**src/rtcs_pkg.sv**
```systemverilog
// Package for the RTC two-wire time sync sequencer: phase, command and
// transfer codes, reset values, BCD helper functions and the decode bundle.
// No dependencies.
`timescale 1ns / 1ps

package rtcs_pkg;

  // Phase codes of the transfer sequencer
  localparam logic [2:0] PH_IDLE  = 3'd0;
  localparam logic [2:0] PH_START = 3'd1;
  localparam logic [2:0] PH_PTR   = 3'd2;
  localparam logic [2:0] PH_READ  = 3'd3;
  localparam logic [2:0] PH_WRITE = 3'd4;

  // Latched command codes
  localparam logic [1:0] CMD_NONE = 2'd0;
  localparam logic [1:0] CMD_GET  = 2'd1;
  localparam logic [1:0] CMD_SET  = 2'd2;

  // Input word kinds
  localparam logic [1:0] REQ_POLL = 2'd0;
  localparam logic [1:0] REQ_GET  = 2'd1;
  localparam logic [1:0] REQ_SET  = 2'd2;

  // Bus transfer kinds
  localparam logic [1:0] XK_PTR   = 2'd0;
  localparam logic [1:0] XK_READ  = 2'd1;
  localparam logic [1:0] XK_WRITE = 2'd2;

  // Configuration register indexes and reset values
  localparam logic       REG_RETRY_LIMIT = 1'b0;
  localparam logic       REG_WAIT_LIMIT  = 1'b1;
  localparam logic [3:0]  RETRY_LIMIT_RST = 4'd3;
  localparam logic [15:0] WAIT_LIMIT_RST  = 16'd15000;

  // Stream widths
  localparam int IN_DATA_W  = 112;
  localparam int OUT_DATA_W = 112;

  // Fields produced by decoding one clock register read
  typedef struct packed {
    logic [5:0]  sec;
    logic [35:0] time_bin;
    logic [11:0] temp_tenths;
  } rtcs_decode_t;

  // Two BCD digits to binary (high*10 + low), malformed digits included.
  function automatic logic [7:0] bcd_dec(input logic [7:0] b);
    bcd_dec = {4'd0, b[7:4]} * 8'd10 + {4'd0, b[3:0]};
  endfunction

  // Binary to two BCD digits; tens come from a reciprocal multiply by 205/2048,
  // exact for every 7-bit value.
  function automatic logic [7:0] bcd_enc(input logic [6:0] v);
    logic [14:0] prod;
    logic [3:0]  tens;
    logic [6:0]  ones;
    prod = {8'd0, v} * 15'd205;
    tens = prod[14:11];
    ones = v - {3'd0, tens} * 7'd10;
    bcd_enc = {tens, ones[3:0]};
  endfunction

endpackage

```
**src/rtc_i2c_time_sync_sequencer.sv**
```systemverilog
// Top level of the RTC two-wire time sync sequencer: stream ports, APB-style
// configuration, state step and result register. Depends on rtcs_pkg and
// rtcs_time_decode.
`timescale 1ns / 1ps

// Usage
// The input stream carries one word per request or poll. in_tuser holds the
// word kind: a request latches a get-time or set-time command, a poll steps
// the transfer phases using the bus status and received registers in tdata.
// Every accepted word produces exactly one result word on the output stream,
// carrying the new phase, transfer launch, BCD write data, bus reset flag,
// decoded time and stored temperature; out_tuser holds the transfer kind.
// A word lands in the input register on acceptance; the state step reads it
// there and writes the output register, which presents the result.
// Throughput is one word per cycle while the receiver takes each result; the
// state step is a single short pass of BCD logic between the input register
// and the output register. When the receiver stalls, the output register
// holds its word and the input register holds the next one; in_tready drops
// only while both are full. Reset (rst_n low, synchronous) empties both
// registers, returns the phase to idle, clears the command and counters and
// loads the register defaults (retry limit 3, wait limit 15000). The user is
// to write configuration while idle; the block itself does not enforce it.

module rtc_i2c_time_sync_sequencer import rtcs_pkg::*; (
  input  logic                  clk,
  input  logic                  rst_n,
  // in_tdata fields from bit 0: bus_busy, bus_ok, rx_time[56], rx_temp[16],
  // set_seconds[6], set_minutes[6], set_hours[5], set_day[5], set_month[4],
  // set_year[7], set_dow[3], zero pad[2]
  input  logic                  in_tvalid,
  output logic                  in_tready,
  input  logic [IN_DATA_W-1:0]  in_tdata,
  // in_tuser fields from bit 0: req_type[2]
  input  logic [1:0]            in_tuser,
  // out_tdata fields from bit 0: phase_code[3], req_done, start_xfer,
  // tx_time[56], bus_reset, time_valid, out_time[36], temperature[12], zero pad
  output logic                  out_tvalid,
  input  logic                  out_tready,
  output logic [OUT_DATA_W-1:0] out_tdata,
  // out_tuser fields from bit 0: xfer_kind[2]
  output logic [1:0]            out_tuser,
  input  logic                  cfg_psel,
  input  logic                  cfg_penable,
  input  logic                  cfg_pwrite,
  input  logic [2:0]            cfg_paddr,
  input  logic [31:0]           cfg_pwdata,
  output logic [31:0]           cfg_prdata,
  output logic                  cfg_pready
);

  // Configuration registers
  logic [3:0]  retry_limit_r;
  logic [15:0] wait_limit_r;
  logic        cfg_wr;

  assign cfg_pready = 1'b1;
  assign cfg_wr = cfg_psel && cfg_penable && cfg_pwrite && cfg_pready;

  always_ff @(posedge clk) begin
    if (!rst_n) begin
      retry_limit_r <= RETRY_LIMIT_RST;
      wait_limit_r  <= WAIT_LIMIT_RST;
    end else if (cfg_wr) begin
      if (cfg_paddr[2] == REG_RETRY_LIMIT) begin
        retry_limit_r <= cfg_pwdata[3:0];
      end else begin
        wait_limit_r <= cfg_pwdata[15:0];
      end
    end
  end

  assign cfg_prdata = (cfg_paddr[2] == REG_RETRY_LIMIT) ? {28'd0, retry_limit_r}
                                                        : {16'd0, wait_limit_r};

  // Input register and handshake
  logic                 in_valid_r;
  logic [IN_DATA_W-1:0] in_data_r;
  logic [1:0]           in_user_r;
  logic                 out_valid_r;
  logic [OUT_DATA_W-1:0] out_data_r;
  logic [1:0]           out_user_r;
  logic                 advance;

  assign advance   = in_valid_r && (!out_valid_r || out_tready);
  assign in_tready = !in_valid_r || advance;

  always_ff @(posedge clk) begin
    if (!rst_n) begin
      in_valid_r <= 1'b0;
    end else if (in_tready) begin
      in_valid_r <= in_tvalid;
    end
  end

  always_ff @(posedge clk) begin
    if (in_tready && in_tvalid) begin
      in_data_r <= in_tdata;
      in_user_r <= in_tuser;
    end
  end

  // Unpacked fields of the held word
  logic        f_busy, f_ok;
  logic [55:0] f_rx_time;
  logic [15:0] f_rx_temp;
  logic [5:0]  f_sec, f_min;
  logic [4:0]  f_hours, f_day;
  logic [3:0]  f_month;
  logic [6:0]  f_year;
  logic [2:0]  f_dow;

  assign f_busy    = in_data_r[0];
  assign f_ok      = in_data_r[1];
  assign f_rx_time = in_data_r[57:2];
  assign f_rx_temp = in_data_r[73:58];
  assign f_sec     = in_data_r[79:74];
  assign f_min     = in_data_r[85:80];
  assign f_hours   = in_data_r[90:86];
  assign f_day     = in_data_r[95:91];
  assign f_month   = in_data_r[99:96];
  assign f_year    = in_data_r[106:100];
  assign f_dow     = in_data_r[109:107];

  rtcs_decode_t dec;

  rtcs_time_decode u_decode (
    .rx_time (f_rx_time),
    .rx_temp (f_rx_temp),
    .dec     (dec)
  );

  // Sequencer state
  logic [2:0]  phase_r, phase_nxt;
  logic [1:0]  command_r, command_nxt;
  logic        finished_r, finished_nxt;
  logic [3:0]  retry_r, retry_nxt;
  logic [16:0] wait_r, wait_nxt;
  logic [5:0]  prev_sec_r, prev_sec_nxt;
  logic        prev_valid_r, prev_valid_nxt;
  logic [11:0] temp_r, temp_nxt;

  // Result fields
  logic        req_done, start_xfer, bus_reset, time_valid;
  logic [1:0]  xfer_kind;
  logic [55:0] tx_time;
  logic [35:0] time_out;

  logic        active, cmd_known, fail, finish;
  logic [4:0]  retry_inc;
  logic        give_up;
  logic [16:0] wait_inc;
  logic        wait_over;
  logic [1:0]  want;
  logic [55:0] tx_enc;

  assign cmd_known = (command_r == CMD_GET) || (command_r == CMD_SET);
  assign active    = cmd_known && !finished_r;
  assign retry_inc = {1'b0, retry_r} + 5'd1;
  assign give_up   = retry_inc > {1'b0, retry_limit_r};
  assign wait_inc  = wait_r + 17'd1;
  assign wait_over = wait_inc > {1'b0, wait_limit_r};
  assign want      = (in_user_r == REQ_GET) ? CMD_GET : CMD_SET;

  // BCD write data: seconds, minutes, hours, dow, day, month, year from the low byte
  assign tx_enc = {bcd_enc(f_year), bcd_enc({3'd0, f_month}), bcd_enc({2'd0, f_day}),
                   {5'd0, f_dow}, bcd_enc({2'd0, f_hours}), bcd_enc({1'b0, f_min}),
                   bcd_enc({1'b0, f_sec})};

  // One state step per held word
  always_comb begin
    phase_nxt      = phase_r;
    command_nxt    = command_r;
    finished_nxt   = finished_r;
    retry_nxt      = retry_r;
    wait_nxt       = wait_r;
    prev_sec_nxt   = prev_sec_r;
    prev_valid_nxt = prev_valid_r;
    temp_nxt       = temp_r;
    req_done       = 1'b0;
    start_xfer     = 1'b0;
    xfer_kind      = XK_PTR;
    tx_time        = '0;
    bus_reset      = 1'b0;
    time_valid     = 1'b0;
    time_out       = '0;
    fail           = 1'b0;
    finish         = 1'b0;

    unique case (in_user_r)
      REQ_POLL: begin
        unique case (phase_r)
          PH_START: begin
            wait_nxt = '0;
            if (active && command_r == CMD_GET) begin
              start_xfer = 1'b1;
              xfer_kind  = XK_PTR;
              phase_nxt  = PH_PTR;
            end else if (active) begin
              start_xfer = 1'b1;
              xfer_kind  = XK_WRITE;
              tx_time    = tx_enc;
              phase_nxt  = PH_WRITE;
            end else begin
              phase_nxt = PH_IDLE;
            end
          end
          PH_PTR: begin
            if (f_busy) begin
              wait_nxt = wait_inc;
              fail     = wait_over;
            end else if (f_ok) begin
              start_xfer = 1'b1;
              xfer_kind  = XK_READ;
              phase_nxt  = PH_READ;
              retry_nxt  = '0;
            end else begin
              fail = 1'b1;
            end
          end
          PH_READ: begin
            if (f_busy) begin
              wait_nxt = wait_inc;
              fail     = wait_over;
            end else if (f_ok) begin
              // Reread until the seconds move on from the previous read
              if (!prev_valid_r) begin
                prev_sec_nxt   = dec.sec;
                prev_valid_nxt = 1'b1;
                phase_nxt      = PH_START;
              end else if (prev_sec_r == dec.sec) begin
                phase_nxt = PH_START;
              end else begin
                time_valid     = 1'b1;
                time_out       = dec.time_bin;
                prev_valid_nxt = 1'b0;
                temp_nxt       = dec.temp_tenths;
                finish         = 1'b1;
              end
            end else begin
              fail = 1'b1;
            end
          end
          PH_WRITE: begin
            if (f_busy) begin
              wait_nxt = wait_inc;
              fail     = wait_over;
            end else if (f_ok) begin
              finish = 1'b1;
            end else begin
              fail = 1'b1;
            end
          end
          default: begin
            wait_nxt  = '0;
            phase_nxt = active ? PH_START : PH_IDLE;
          end
        endcase
      end
      REQ_GET, REQ_SET: begin
        if (!cmd_known) begin
          command_nxt  = want;
          finished_nxt = 1'b0;
        end else if (finished_r) begin
          if (command_r == want) begin
            command_nxt = CMD_NONE;
            req_done    = 1'b1;
          end else begin
            command_nxt = want;
          end
          finished_nxt = 1'b0;
        end
      end
      default: begin
        // Unknown word kind leaves the state alone
      end
    endcase

    // A failed attempt resets the bus and retries or gives up
    if (fail) begin
      bus_reset = 1'b1;
      if (give_up) begin
        finish = 1'b1;
      end else begin
        retry_nxt = retry_inc[3:0];
        phase_nxt = PH_START;
      end
    end
    if (finish) begin
      finished_nxt = 1'b1;
      phase_nxt    = PH_IDLE;
      retry_nxt    = '0;
    end
  end

  always_ff @(posedge clk) begin
    if (!rst_n) begin
      phase_r      <= PH_IDLE;
      command_r    <= CMD_NONE;
      finished_r   <= 1'b0;
      retry_r      <= '0;
      wait_r       <= '0;
      prev_sec_r   <= '0;
      prev_valid_r <= 1'b0;
      temp_r       <= '0;
    end else if (advance) begin
      phase_r      <= phase_nxt;
      command_r    <= command_nxt;
      finished_r   <= finished_nxt;
      retry_r      <= retry_nxt;
      wait_r       <= wait_nxt;
      prev_sec_r   <= prev_sec_nxt;
      prev_valid_r <= prev_valid_nxt;
      temp_r       <= temp_nxt;
    end
  end

  // Output register
  always_ff @(posedge clk) begin
    if (!rst_n) begin
      out_valid_r <= 1'b0;
    end else if (advance) begin
      out_valid_r <= 1'b1;
    end else if (out_tready) begin
      out_valid_r <= 1'b0;
    end
  end

  always_ff @(posedge clk) begin
    if (advance) begin
      out_data_r <= {1'b0, temp_nxt, time_out, time_valid, bus_reset, tx_time,
                     start_xfer, req_done, phase_nxt};
      out_user_r <= xfer_kind;
    end
  end

  assign out_tvalid = out_valid_r;
  assign out_tdata  = out_data_r;
  assign out_tuser  = out_user_r;

  // Checks on the sequencer

  // The input side only stalls behind a full, stalled output register.
  a_ready_only_on_stall: assert property (@(posedge clk) disable iff (!rst_n)
    !in_tready |-> (in_valid_r && out_valid_r && !out_tready))
    else $error("input stalled without an output stall");

  // A reported completion always clears the command.
  a_done_clears_cmd: assert property (@(posedge clk) disable iff (!rst_n)
    (advance && req_done) |=> (command_r == CMD_NONE && !finished_r))
    else $error("completion reported but command still latched");

  // Delivered time always ends the command in the idle phase.
  a_time_ends_idle: assert property (@(posedge clk) disable iff (!rst_n)
    (out_valid_r && out_data_r[62]) |-> (out_data_r[2:0] == PH_IDLE))
    else $error("time delivered outside idle");

  // No transfer launched means no transfer kind and no write data.
  a_quiet_when_no_xfer: assert property (@(posedge clk) disable iff (!rst_n)
    (out_valid_r && !out_data_r[4]) |-> (out_user_r == XK_PTR && out_data_r[60:5] == '0))
    else $error("transfer fields set without a launch");

  // A bus reset lands either on a retry start or on giving up.
  a_reset_phase: assert property (@(posedge clk) disable iff (!rst_n)
    (out_valid_r && out_data_r[61]) |->
      (out_data_r[2:0] == PH_START || out_data_r[2:0] == PH_IDLE))
    else $error("bus reset with unexpected phase");

endmodule

```
**src/rtcs_time_decode.sv**
```systemverilog
// Decoder for one clock register read: BCD time to packed binary fields and
// the temperature to tenths of a degree. Depends on rtcs_pkg.
`timescale 1ns / 1ps

module rtcs_time_decode import rtcs_pkg::*; (
  input  logic [55:0]  rx_time,
  input  logic [15:0]  rx_temp,
  output rtcs_decode_t dec
);

  logic [7:0] b_sec, b_min, b_hour, b_dow, b_day, b_month, b_year;
  logic [7:0] sec_full, min_full, day_full, year_full;
  logic [4:0] hr12_base, hr12_adj, month_bin;
  logic [5:0] hr12_pm, hr24;
  logic [4:0] hour_bin;
  logic [11:0] temp_int;
  logic [11:0] temp_tenths;

  assign {b_year, b_month, b_day, b_dow, b_hour, b_min, b_sec} = rx_time;

  assign sec_full  = bcd_dec(b_sec);
  assign min_full  = bcd_dec(b_min);
  assign day_full  = bcd_dec(b_day);
  assign year_full = bcd_dec(b_year);

  // Hours: in 12-hour mode twelve counts as zero and PM adds twelve.
  assign hr12_base = (b_hour[4] ? 5'd10 : 5'd0) + {1'b0, b_hour[3:0]};
  assign hr12_adj  = (hr12_base == 5'd12) ? 5'd0 : hr12_base;
  assign hr12_pm   = b_hour[5] ? ({1'b0, hr12_adj} + 6'd12) : {1'b0, hr12_adj};
  assign hr24      = {4'd0, b_hour[5:4]} * 6'd10 + {2'd0, b_hour[3:0]};
  assign hour_bin  = b_hour[6] ? hr12_pm[4:0] : hr24[4:0];

  // Month ignores the century flag.
  assign month_bin = (b_month[4] ? 5'd10 : 5'd0) + {1'b0, b_month[3:0]};

  assign dec.sec = sec_full[5:0];
  assign dec.time_bin = {b_dow[2:0], year_full[6:0], month_bin[3:0], day_full[4:0],
                         hour_bin, min_full[5:0], sec_full[5:0]};

  // Temperature: integer byte times ten plus the rounded quarter-degree fraction.
  assign temp_int = {4'd0, rx_temp[15:8]} * 12'd10;

  always_comb begin
    unique case (rx_temp[7:6])
      2'd1:    temp_tenths = temp_int + 12'd3;
      2'd2:    temp_tenths = temp_int + 12'd5;
      2'd3:    temp_tenths = temp_int + 12'd8;
      default: temp_tenths = temp_int;
    endcase
  end

  assign dec.temp_tenths = temp_tenths;

endmodule
```
**config.mk**
```make
export PLATFORM = sky130hd
export DESIGN_NAME = rtc_i2c_time_sync_sequencer
export DESIGN_NICKNAME = d
export VERILOG_FILES = /design/src/rtcs_pkg.sv /design/src/rtc_i2c_time_sync_sequencer.sv /design/src/rtcs_time_decode.sv
export SDC_FILE = /design/constraint.sdc
export NUM_CORES = 1
export LEC_CHECK = 0
export BUFFER_PORTS_ARGS = -buffer_cell sky130_fd_sc_hd__buf_4
export CAP_MARGIN = 10
export CORE_AREA = 3 3 209 211
export CTS_CLUSTER_SIZE = 16
export DETAILED_ROUTE_END_ITERATION = 8
export DIE_AREA = 0 0 212 214
export PLACE_DENSITY_LB_ADDON = 0.1
export SETUP_SLACK_MARGIN = 0.2
export SYNTH_ARGS = -nofsm -noshare
export SYNTH_HDL_FRONTEND = slang
export SYNTH_HIERARCHICAL = 1
export SYNTH_SLANG_ARGS = --single-unit
```
**constraint.sdc**
```tcl
create_clock -name clk -period 11.3 [get_ports clk]
set_clock_uncertainty 0.1 [all_clocks]
set_input_delay 0.565 -clock clk [delete_from_list [all_inputs] [get_ports clk]]
set_output_delay 0.565 -clock clk [all_outputs]
set_load 0.01 [all_outputs]
```
# Word-level counts from Yosys, hierarchy flattened
# Index checks and enable logic that the tools add are counted.
# word_totals
mem_bits_ro,0
mem_bits_rw,0
input_bits,156
n_memories,0
ff_bits,293
latchBits,0
output_inout_bits,149
# op_classes
reduce_logical,29
order_cmp,2
n_div,0
mux,70
n_bitwise,8
n_shift,0
n_mul,18
n_eq_ne,16
addsub,19
# op_table
cell,n
12-bit 2-to-1 mux,6
3-bit 2-to-1 mux,12
4-bit 2-to-1 mux,9
12-bit one-hot mux with 3 select lines,1
17-bit 2-to-1 mux,2
6-bit by 8-bit multiplier with 14-bit output (second input constant),2
5-bit by 8-bit multiplier with 13-bit output (second input constant),2
1-bit 2-to-1 mux,26
4-bit subtractor,6
17-bit by 1-bit adder with 17-bit output (second input constant),1
17-bit by 16-bit greater-than comparator with 1-bit output,1
16-bit 2-to-1 mux,1
7-bit by 8-bit multiplier with 15-bit output (second input constant),1
5-bit 2-to-1 mux,3
12-bit by 2-bit adder with 12-bit output (second input constant),1
12-bit by 3-bit adder with 12-bit output (second input constant),1
12-bit by 4-bit adder with 12-bit output (second input constant),1
6-bit by 4-bit adder with 6-bit output,2
4-bit by 8-bit multiplier with 12-bit output (second input constant),1
2-bit 2-to-1 mux,6
3-bit one-hot mux with 4 select lines,1
8-bit by 3-bit multiplier with 11-bit output (second input constant),1
5-bit by 4-bit adder with 5-bit output,2
4-bit by 3-bit multiplier with 5-bit output (second input constant),2
other kinds (39),71

# Logic depth before layout (Yosys ltp)
# logic_depth
ltp_word,13
depth_mapped,20
ltp_nobuf,20

# Cells and area by module
# Netlist, hierarchy kept.
# modules_own_cells
module,seq_area_each_um2,cells_each,area_each_um2,instances
rtc_i2c_time_sync_sequencer,7697.4,1240,14775.4,1
rtcs_time_decode,0.0,246,1914.3,1

# Worst setup path before layout
# Ideal clock, no wire load.
# synth_path
path_kind,flip-flop to flip-flop
startpoint,reg in_data_r[104]
endpoint,reg out_data_r[56] (netlist: out_tdata[56]) (data pin)
arrival_time_ns,4.187
setup_slack_ns,6.747
setup_time_ns,0.266
path_stages_with_launch,19
t_required_ns,10.934
n_path_buf,0
cell_sequence,edfxtp_1 > ha_1 > inv_1 > fa_1 > inv_1 > ha_1 > inv_1 > fa_1 > inv_1 > ha_1 > o2111a_1 > and2_1 > a221o_1 > xnor2_1 > fa_1 > xnor2_1 > xnor2_1 > xnor2_1 > nor2_1
# synth_via
elab_chain_cells,3
# synth_lines
element,line,rtl
start: declaration,rtc_i2c_time_sync_sequencer.sv:77,logic [IN_DATA_W-1:0] in_data_r;
start signal: assignment,rtc_i2c_time_sync_sequencer.sv:97,in_data_r <= in_tdata;
7-bit by 8-bit multiplier with 15-bit output,rtcs_pkg.sv:58,"prod = {8'd0, v} * 15'd205;"
4-bit by 3-bit multiplier with 3-bit output,rtcs_pkg.sv:60,"ones = v - {3'd0, tens} * 7'd10;"
4-bit subtractor,rtcs_pkg.sv:60,
end signal: assignment,rtc_i2c_time_sync_sequencer.sv:330,"out_data_r <= {1'b0, temp_nxt, time_out, time_valid, bus_reset, tx_time,"
end: declaration,rtc_i2c_time_sync_sequencer.sv:80,logic [OUT_DATA_W-1:0] out_data_r;
# No other way between the ends.
# A chain may end at the register's enable or synchronous reset.

# Final worst setup path
# Same ends and word-level chain as after synthesis.

==> summary.md <==
| Metric | Value |
|---|---|
| DRC errors left | `0` |
| Setup tns final | `0 ns` |
| Max-cap check violation count | `0` |
| Via count | `10.8k` |
| Syn Inst Count | `around 1.5k` |
| Total wire length | `around 35 mm` |
| Period utilization | `0.428` |
| Die height | `214 um` |
| Least-Margin Pin Slew | `0.847 ns` |
| Commonest non-fill, non-tap cell in the layout | `buf_4` |
| Initial antenna violation count | `1` |
| Min Clock Period, post-route | `between 4 and 5 ns` |
| Synthesized area per cell | `approximately 11 um^2` |
| CP arrival | `about 5 ns` |
| Slew Limit Fails | `0` |
| Global Route Usage Sum | `0.157` |
| Drt via density | `4.78` |
| Power share of the clock group | `0.399` |
| Layout fillers | `approximately 4k` |
| Hold Path Class | `in -> reg` |
| Area post-placement | `between 15000 and 20000 um^2` |
| Data required, critical path | `11.46 ns` |
| Outcome | `finished clean` |
| Vias in the first global route | `about 11k` |
| Antenna diodes | `0` |
| Slew headroom | `0.434` |
| Int Power | `just under 2 mW` |
| Setup crit end kind | `register` |
| Area occupied by registers | `just over 7000 um^2` |
| CTS sink cnt | `about 260` |
| Post-CTS setup buffer count | `0` |
| Nets | `2106` |
| Fin. Hold Viols | `0` |
| Clock buffer count from CTS | `34` |
| Switching portion of total power | `0.264` |
| Max incr delay on CP | `approximately 0.5 ns` |
| Max VDD drop | `0.108 mV` |
| Root Buffer | `clkbuf_16` |
| Clock Latency Late Sink | `~0.53 ns` |
| Largest net degree at the start of global routing | `57` |
| Post-Syn Area | `~16000 um^2` |
| Max frequency | `between 200 and 250 MHz` |
| CTS Buffer Depth | `3` |
| CP max-delay cell | `fa_1` |
| Seq pwr share | `0.409` |
| Setup violators final | `0` |
| Die Width | `212 um` |
| PwrDens | `between 100 and 150 nW/um^2` |
| GRT overflow | `0` |
| DR iter-0 viols | `between 500 and 600` |
| # IOs | `305` |
| CP Max Fanout | `4` |
| Setup CP Type | `reg -> reg` |
| CTS tree | `yes` |
| DP Wirelength | `25.9 mm` |
| Port bufs | `approximately 240` |
| Reg clk slew, reported paths | `about 0.060 ns` |
| Hold buffers post-CTS | `0` |
| H-Tree Level Count | `2` |
| Num rows | `75` |
| DR WL/cell | `between 15 and 20 um` |
| Post-detailed-route count of antenna-violating nets | `0` |
| DRT Pass-1 Iters | `5` |
| Initial Utilization | `0.387` |
| Die area | `about 45000 um^2` |
| CP Cell Sequence | `ha_1 > inv_1 > fa_1 > inv_1 > ha_1 > inv_1 > fa_1 > inv_1 > ha_1 > o2111a_1 > and2_1 > a221o_1 > xnor2_1 > fa_1 > xnor2_1 > xnor2_1 > xnor2_1 > nor2_1` |
| Switch Pwr | `between 700 and 800 uW` |
| Synthesis-to-finish area growth | `19.8%` |
| Combinational share of power | `0.192` |
| Leak | `a little under 9 nW` |
| RSZ-0062 raised after global routing | `false` |
| Ratio of cells with drive above 1 in the final layout | `0.201` |
| Routability congestion estimate | `about 0.79` |
| CTS resizes | `0` |
| Total core area | `roughly 42000 um^2` |
| Global-route wire length before repair | `~57 mm` |
| Commonest cells after routing, fill and taps aside | `buf_4, ha_1, edfxtp_1, inv_1, nor2_1` |
| Area of the multi-input gates | `8000 um^2` |
| Yosys Warn Count | `6` |
| Final instance area | `between 15000 and 20000 um^2` |
| Startpoint Class | `register` |
==> sequential cells by signal, summed over array words and instances, names as in the netlist <==
signal         count
command_r          2
finished_r         1
in_data_r         95
in_user_r          2
in_valid_r         1
out_tdata         97
out_tuser          2
out_tvalid         1
phase_r            3
prev_sec_r         6
prev_valid_r       1
retry_limit_r      4
retry_r            4
temp_r            12
wait_limit_r      16
wait_r            17
==> power groups by stage <==
stage / clock [mW] / sequential [mW] / combinational, mW
after floorplan: 0 / 1.13 / 0.385
after global placement: 0 / 1.12 / 0.518
after global routing: 1.16 / 1.11 / 0.603
after detailed placement: 0 / 1.13 / 0.524
final: 1.08 / 1.10 / 0.518
after CTS: 1.12 / 1.11 / 0.529
==> worst max-delay path: cells and delay by family (launching register included) <==
| family | cells | cell delay [ns] |
|---|---|---|
| and+or+nand+nor | 2 | 0.21 |
| buffers and inverters | 4 | 0.21 |
| DFF | 1 | 0.46 |
| AOI/OAI and AO/OA | 2 | 0.60 |
| adders and majority gates | 6 | 2.31 |
| xor gates and xnor gates | 4 | 0.69 |
==> metrics by stage <==
step                std cells  power, mW  worst slack, ns   util  hold WS (ns)
finish                   2255       2.70             6.46  0.464         0.107
global route             2255       2.87             6.25  0.464        0.0722
CTS                      2255       2.75             6.42  0.464        0.0600
detailed placement       2196       1.65             6.42  0.437         0.345
global placement         2196       1.64             6.49  0.437         0.340
floorplan                1501       1.51             6.75      -         0.334
==> per-layer routing <==
layer	vias up	track usage	share of wire
met5	-	0	0.00020
met4	2	0.0471	0.020
met3	45	0.0410	0.062
met2	214	0.250	0.46
met1	5011	0.210	0.46
li1	5498	-	-
==> area by class of cell <==
| cell class | count | area share |
|---|---|---|
| multi-input combinational | 991 | 0.411 |
| tap | 539 | 0.0347 |
| clock buffer | 49 | 0.0498 |
| timing repair buffer | 244 | 0.0942 |
| clock inverter | 10 | 0.00669 |
| inverter | 158 | 0.0306 |
| sequential | 264 | 0.373 |
==> final timing paths <==
kind,slack (ns),start,to,cells after the start
max reg2reg,6.46,in_data_r[104]$_DFFE_PP_,out_tdata[56]$_SDFFCE_PP0P_,18
min,0.11,in_tdata[83],in_data_r[83]$_DFFE_PP_,1
max,6.46,in_data_r[104]$_DFFE_PP_,out_tdata[56]$_SDFFCE_PP0P_,18
min reg2reg,0.35,temp_r[9]$_SDFFE_PN0P_,temp_r[9]$_SDFFE_PN0P_,2
(Power assumes the default switching activity.)
